**config.mk**
```make
export PLATFORM = sky130hd
export DESIGN_NAME = bop_ctrl
export DESIGN_NICKNAME = d
export VERILOG_FILES = /design/src/rtl/bop_pkg.sv /design/src/rtl/bop_ctrl.sv
export SDC_FILE = /design/constraint.sdc
export NUM_CORES = 1
export LEC_CHECK = 0
export ABC_AREA = 1
export BUFFER_PORTS_ARGS = -buffer_cell sky130_fd_sc_hd__buf_2
export CAP_MARGIN = 20
export CORE_MARGIN = 2
export CORE_UTILIZATION = 54
export DETAILED_ROUTE_END_ITERATION = 10
export PLACE_DENSITY = 0.81
export SYNTH_ARGS = -nofsm -noshare
export SYNTH_HDL_FRONTEND = slang
export SYNTH_SLANG_ARGS = --single-unit
```
**constraint.sdc**
```tcl
create_clock -name clk -period 1.77 [get_ports clk]
set_input_delay 0.2655 -clock clk [delete_from_list [all_inputs] [get_ports clk]]
set_output_delay 0.2655 -clock clk [all_outputs]
set_load 0.02 [all_outputs]
```
**src/rtl/bop_pkg.sv**
```systemverilog
// Shared types and constants for the binomial option pricer.
package bop_pkg;
  localparam int PRICE_W = 40;
  localparam int FACT_W  = 32;
  localparam int STEPS_W = 9;
  localparam logic [PRICE_W-1:0] PRICE_MAX = {PRICE_W{1'b1}};
  localparam logic [STEPS_W-1:0] STEPS_RESET = 9'd64;
  localparam logic PAY_CALL = 1'b0;
  localparam logic PAY_PUT  = 1'b1;

  // datapath operations
  typedef enum logic [2:0] {
    OP_NONE,
    OP_LOAD,    // leaf = spot
    OP_MULD,    // leaf = leaf * down
    OP_MULU,    // leaf = leaf * up
    OP_LEAF,    // store payoff(leaf) at wr_addr
    OP_RD,      // issue store reads at rd_addr and rd_addr+1
    OP_IND      // store induction of read data at wr_addr
  } op_t;

  typedef struct packed {
    op_t        op;
    logic [12:0] addr;
  } cmd_t;

  typedef struct packed {
    logic [PRICE_W-1:0] spot;
    logic [PRICE_W-1:0] strike;
    logic               is_put;
    logic [FACT_W-1:0]  up;
    logic [FACT_W-1:0]  down;
    logic [FACT_W-1:0]  pu;
    logic [FACT_W-1:0]  pd;
  } item_t;

  function automatic logic [PRICE_W-1:0] sat40(input logic [73:0] v);
    return (v > 74'(PRICE_MAX)) ? PRICE_MAX : v[PRICE_W-1:0];
  endfunction
endpackage

```
**src/rtl/bop_ctrl.sv**
```systemverilog
// Controller: sequences leaf generation and backward induction.
module bop_ctrl import bop_pkg::*; #(
  parameter int MAX_STEPS = 256
) (
  input  logic clk,
  input  logic rst,
  input  logic [STEPS_W-1:0] steps_cfg,
  input  logic start,
  output logic busy,
  output logic done,
  input  logic done_ack,
  output cmd_t cmd
);
  typedef enum logic [3:0] {S_IDLE, S_DOWN, S_LEAF, S_UP1, S_UP2,
                            S_RD, S_WAIT, S_IND, S_FIN} st_t;
  st_t st;
  logic [12:0] n, i, j, cnt;
  logic [12:0] n_next;

  always_comb begin
    n_next = 13'(steps_cfg);
    if (n_next < 13'd1) n_next = 13'd1;
    if (n_next > 13'(MAX_STEPS)) n_next = 13'(MAX_STEPS);
  end

  assign busy = (st != S_IDLE) || done;

  always_ff @(posedge clk) begin
    if (rst) begin
      st <= S_IDLE; done <= 1'b0; cmd <= '{OP_NONE, '0};
      n <= '0; i <= '0; j <= '0; cnt <= '0;
    end else begin
      cmd <= '{OP_NONE, '0};
      if (done && done_ack) done <= 1'b0;
      unique case (st)
        S_IDLE: if (start) begin
          n <= n_next; cnt <= n_next; j <= '0;
          cmd <= '{OP_LOAD, '0}; st <= S_DOWN;
        end
        S_DOWN: if (cnt == 0) st <= S_LEAF;
          else begin cmd <= '{OP_MULD, '0}; cnt <= cnt - 1'b1; end
        S_LEAF: begin
          cmd <= '{OP_LEAF, j};
          if (j == n) begin i <= n; j <= '0; st <= S_RD; end
          else st <= S_UP1;
        end
        S_UP1: begin cmd <= '{OP_MULU, '0}; st <= S_UP2; end
        S_UP2: begin cmd <= '{OP_MULU, '0}; j <= j + 1'b1; st <= S_LEAF; end
        S_RD: begin cmd <= '{OP_RD, j}; st <= S_WAIT; end
        S_WAIT: st <= S_IND;
        S_IND: begin
          cmd <= '{OP_IND, j};
          if (j + 1'b1 == i) begin
            j <= '0;
            if (i == 13'd1) st <= S_FIN;
            else begin i <= i - 1'b1; st <= S_RD; end
          end else begin j <= j + 1'b1; st <= S_RD; end
        end
        // root register is loaded by the last induction write this cycle
        S_FIN: begin done <= 1'b1; st <= S_IDLE; end
        default: st <= S_IDLE;
      endcase
    end
  end
endmodule

```
---- Word level (Yosys, flattened, before mapping) ----
Cells that the tools add are included.
word-level totals
  word-level logic and storage cells ...... 69
  bits of input ports ..................... 13
  flip-flop bits (word level) ............. 73
cells by class
  reductions and logical operators ........ 15
  equal/unequal tests ..................... 17
  order comparisons ....................... 2
  add/sub/neg operators ................... 3
  mux-type cells .......................... 24
operators by type and width
  kind                                                            count
  two-way mux 13 bit                                              9
  one-hot mux 16 bit (6 select lines)                             1
  one-hot mux 13 bit (2 select lines)                             2
  one-hot mux 13 bit (4 select lines)                             1
  one-hot mux 4 bit (8 select lines)                              1
  == test 13 bit                                                  2
  subtractor 13 x 1 -> 13 bit, second input constant              2
  == test 4 x 3 -> 1 bit, second input constant                   4
  two-way mux 4 bit                                               4
  two-way mux 15 bit                                              1
  two-way mux 14 bit                                              1
  adder 13 x 1 -> 13 bit, second input constant                   1
  == test 13 x 1 -> 1 bit, second input constant                  1
  greater-than comparator 13 x 9 -> 1 bit, second input constant  1
  zero test 13 bit                                                1
  != test 2 bit, second input constant                            6
  < comparator 9 x 1 -> 1 bit, second input constant              1
  two-way mux 9 bit                                               1
  == test 4 x 2 -> 1 bit, second input constant                   2
  nonzero test 4 bit                                              2
  AND reduction 3 bit                                             2
  nonzero test 2 bit                                              3
  == test 4 x 1 -> 1 bit, second input constant                   1
  == test 4 bit, second input constant                            1
  8 further kinds                                                 10

---- Longest topological paths before layout ----
  word-level depth ........................ 6
  mapped depth ............................ 17
  mapped depth without buffers ............ 16

---- Worst setup path before layout ----
Ideal clock, no wire load.
  path kind ............................... flip-flop to flip-flop
  start point ............................. reg j[1]
  end point ............................... reg j[7]
  library setup time ...................... 0.129 ns
  setup slack ............................. -0.188 ns
  arrival time ............................ 1.828 ns
  required time ........................... 1.641 ns
  stages on the path, launching flop included .. 16
  path buffers ............................ 1
  path through ............................ dfxtp_1 -> ha_1 -> nand2_1 -> nor2_2 -> nand4_1 -> nand2_1 -> nand2_1 -> nand2_1 -> nand2_1 -> nor2_2 -> nand2_2 -> nand2_4 -> nand2_2 -> buf_6 -> nand3_1 -> a21oi_1
between the ends
  longest elaborated chain between the ends .. 4
  elaborated cells on any way between the ends .. 7
ends and longest elaborated chain
  item                                 RTL line                                        RTL
  from (decl)                          bop_ctrl.sv:17                                  logic [12:0] n, i, j, cnt;
  from (signal assigned)               bop_ctrl.sv:31                                  n <= '0; i <= '0; j <= '0; cnt <= '0;
  from (signal assigned)               bop_ctrl.sv:37                                  n <= n_next; cnt <= n_next; j <= '0;
  from (signal assigned)               bop_ctrl.sv:44                                  if (j == n) begin i <= n; j <= '0; st <= S_RD; end
  adder 13 x 1 -> 13 bit               bop_ctrl.sv:48, bop_ctrl.sv:53, bop_ctrl.sv:57
  == test 13 bit                       bop_ctrl.sv:53                                  if (j + 1'b1 == i) begin
  two-way mux 13 bit                   bop_ctrl.sv:53
  one-hot mux 13 bit (4 select lines)  bop_ctrl.sv:35                                  unique case (st)
Several ways; a longest one is shown, not always the timed one.
A chain may end at the register's enable or synchronous reset.

---- Final worst setup path ----
  start point ............................. reg j[0]
  end point ............................... reg j[1]
Same word-level chain as after synthesis.

==> results.md <==
- Status: finished with violations
- Failing checks: negative setup slack
- Skew final: 10.42 ps
- Number of routed nets with antenna violations: 0
- Clock tree from TritonCTS: yes
- CP Launch Point: j[0]
- Reg2Reg Launch Point: j[0]
- Buffer cell driving the clock tree root: sky130_fd_sc_hd__clkbuf_8
- Clock Pin Slew Worst Setup and Hold Paths: 80 ps
- Top library cells by usage in the layout, fill and taps aside: sky130_fd_sc_hd__nand2_1 (133), sky130_fd_sc_hd__buf_4 (81), sky130_fd_sc_hd__nor2_1 (61)
- Worst Path Class, Setup: register to register
- Unrepaired setup endpoints after global routing: yes
- Data required time at the worst endpoint: approximately 2000 ps
- Critical Path Fanout Max: 6
- Ys Warns: 0
- Number of buffers created by CTS: 9
- Cell area after synthesis: 0.003939 mm2
- CTS Sinks: 69
- I/O Pins: 31
- Number of hold buffers added after CTS: 0
- Maximum buffer depth of the clock tree: 2
- Hold-critical path endpoint: done
- Mean area per synthesized cell: between 6 and 7 um2
- Total of endpoints with negative setup slack in the final report: 30
- Cell total after placement: 785
- Fin. max-slew vios: 0
- Half-perimeter wire length after placement: around 8600 um
- Number of diodes: 0
- Unique masters post-synth: 39
- Setup slack of the most critical reg-to-reg path: -370 ps
- Worst min-delay path class: input port to register
- Final std cells w/o fill: 820
- Initial Utilization: a little over half
- Fraction of final layout cells sized beyond drive strength 1: 33.56%
- Post-Syn Instances: 600
- Placement Setup Slack: -275.5 ps
- Worst reg2reg path endpoint: j[1]
- Final hold violation count: 0
- Leakage: roughly 2.4 nW
- Via count of the first global-routing pass: 4231
- Synth-to-Final Area Change: 39.20%
- Total DRC errors in the routed layout: 0
- Maximum ir drop on the vdd rail: roughly 1.2 mV
- Area share of the largest cell type after synthesis: between 30% and 40%
- Final Total Pwr: a little under 0.007 W
- Startpoint class of the critical path: register
- Via-per-instance ratio: around 5.6
- Power Dens Cells: between 1000 and 1500 mW/mm2
- Beginning of the worst hold path: done_ack
- Worst Hold Depth: 4
- Yosys reg bits: 69
- R2r worst-path depth: 14
- Clock Latency Late Sink: 360 ps
- GP Congestion: 0.9216
- Total global routing overflow: 0
- Nets: around 730
- Die boundary width: slightly below 90 um
- Synth top area cells: sky130_fd_sc_hd__dfxtp_1 (35%), sky130_fd_sc_hd__nand2_1 (14%), sky130_fd_sc_hd__nor2_1 (7.1%)
- Most common cell after layout, fill and taps aside: sky130_fd_sc_hd__nand2_1
- Die Span Y: ~89 um
- Arrival time at the worst endpoint: 2370 ps
- DR pass1 iterations: 8
- Maximum level of the CTS H-tree: 3
- Vias: between 4k and 5k
- Count of routing violations after the opening detailed-route iteration: 423
- Element type at the critical path end: register
- Transition time of the tightest slew-check pin: between 400 and 500 ps
- GRT Util Overall: a little under a third
- Total detailed-routing wirelength: ~13000 um
- Cell type with the highest aggregate area in the netlist: sky130_fd_sc_hd__dfxtp_1
- Maximum number of pins on one net before global-route repair: 33
- Count of input and output buffers: 30
- Maximum operating frequency: about 470 MHz
- Per-cell routed wire length: approximately 16 um
- Post-synthesis net count: between 600 and 700
- Final cycle utilization of the critical path: 120.8%
- Tmin final: 2138 ps
- Utilization after layout: between 70% and 80%
- Final WS setup: -368.2 ps
- Slew HR: 66.75%
- Core area: between 0.007 and 0.008 mm2
- First-pass GRT wire length: about 19000 um
- Site Rows: 31
- Share of the yosys chip area belonging to registers: between 30% and 40%
- Number of antenna violations at the first check in global routing: 0
- Count of maximum capacitance violations: 0
- Die footprint: 0.007993 mm2
state kept, by name, indices dropped and copies added, names as in the netlist:
name and flops:
cmd 16, cnt 13, done 1, i 13, j 13, n 9, st 4
worst max-delay path by stage:
stage,cells after the start,endpoint
2_1_floorplan,14,i[3]
3_3_place_gp,16,i[0]
3_5_place_dp,16,i[9]
4_1_cts,16,i[9]
5_1_grt,14,j[1]
6_report,14,j[1]
cell families after synthesis:
| group | synth area share, % |
|---|---|
| XOR/XNOR | 3.113 |
| AO/OA/AOI/OAI | 13.98 |
| AND/OR/NAND/NOR | 36.25 |
| buffers and inverters | 10.32 |
| flip-flops | 35.07 |
| adder cells (fa/ha/maj) | 1.271 |
layout make-up:
class                           instances  area (um2)
Multi-Input combinational cell        445        2552
Fill cell                             518        1693
Sequential cell                        69        1413
Timing Repair Buffer                  119       880.8
Inverter                               72       282.8
Clock buffer                           10       137.6
Tap cell                               99       123.9
Clock inverter                          6       92.59
layer usage:
layer	vias to the layer above	wire length (um)	share of wire [%]	GRT usage, %
met4	0	570	4.4	17.37
met1	2091	5100	39	36.18
met5	-	0	0	0
li1	2201	-	-	-
met2	257	6484	50	55.62
met3	55	806	6.2	4.155
synth_stat cells, drive strengths merged:
library cell / instances
inv: 70
and3: 2
clkbuf: 7
buf: 10
or2: 2
nand2: 152
nor3b: 2
nor3: 19
xnor2: 6
o211ai: 5
nor2: 81
ha: 4
a22oi: 1
a21oi: 49
o21a: 1
o22ai: 8
a31oi: 2
dfxtp: 69
nand3b: 1
dlygate4sd3: 1
clkinv: 2
a211oi: 2
o32ai: 2
a41oi: 1
xor2: 8
o21ai: 26
nor4: 2
nand3: 55
nand4: 10
repair_timing:
action / CTS / global route
setup buffers: 11 / 3
pin swaps: 14 / 35
setup endpoints to repair: 34 / 47
cloned: 1 / 4
resized for setup: 30 / 79
power breakdown:
| group | switching (W) | internal (W) |
|---|---|---|
| registers | 0.000230 | 0.00177 |
| logic | 0.00182 | 0.00141 |
| clock network | 0.000687 | 0.000845 |
| total | 0.00274 | 0.00403 |
metrics by stage:
step	hold WS (ps)	setup TNS, ps	instance area (um2)
3_5_place_dp	460.9	-7181	4701
5_1_grt	166.8	-12370	5483
2_1_floorplan	386.5	-49.99	4014
4_1_cts	155.3	-5567	5149
6_report	144.3	-9021	5483
3_3_place_gp	459.1	-6358	4701
critical path: stages (launching register included):
cell and delay, ps:
sky130_fd_sc_hd__dfxtp_4 380, sky130_fd_sc_hd__ha_4 180, sky130_fd_sc_hd__nand2_4 90, sky130_fd_sc_hd__nor2_4 150, sky130_fd_sc_hd__nand3_1 90, sky130_fd_sc_hd__nand2_1 120, sky130_fd_sc_hd__nand3_1 80, sky130_fd_sc_hd__nand2_1 70
sky130_fd_sc_hd__nand2_1 80, sky130_fd_sc_hd__nor2_2 170, sky130_fd_sc_hd__nand2_4 140, sky130_fd_sc_hd__nand2_4 180, sky130_fd_sc_hd__nand2_4 110, sky130_fd_sc_hd__nand2_1 100, sky130_fd_sc_hd__a21oi_1 70
Power figures use the tool's default switching activity.
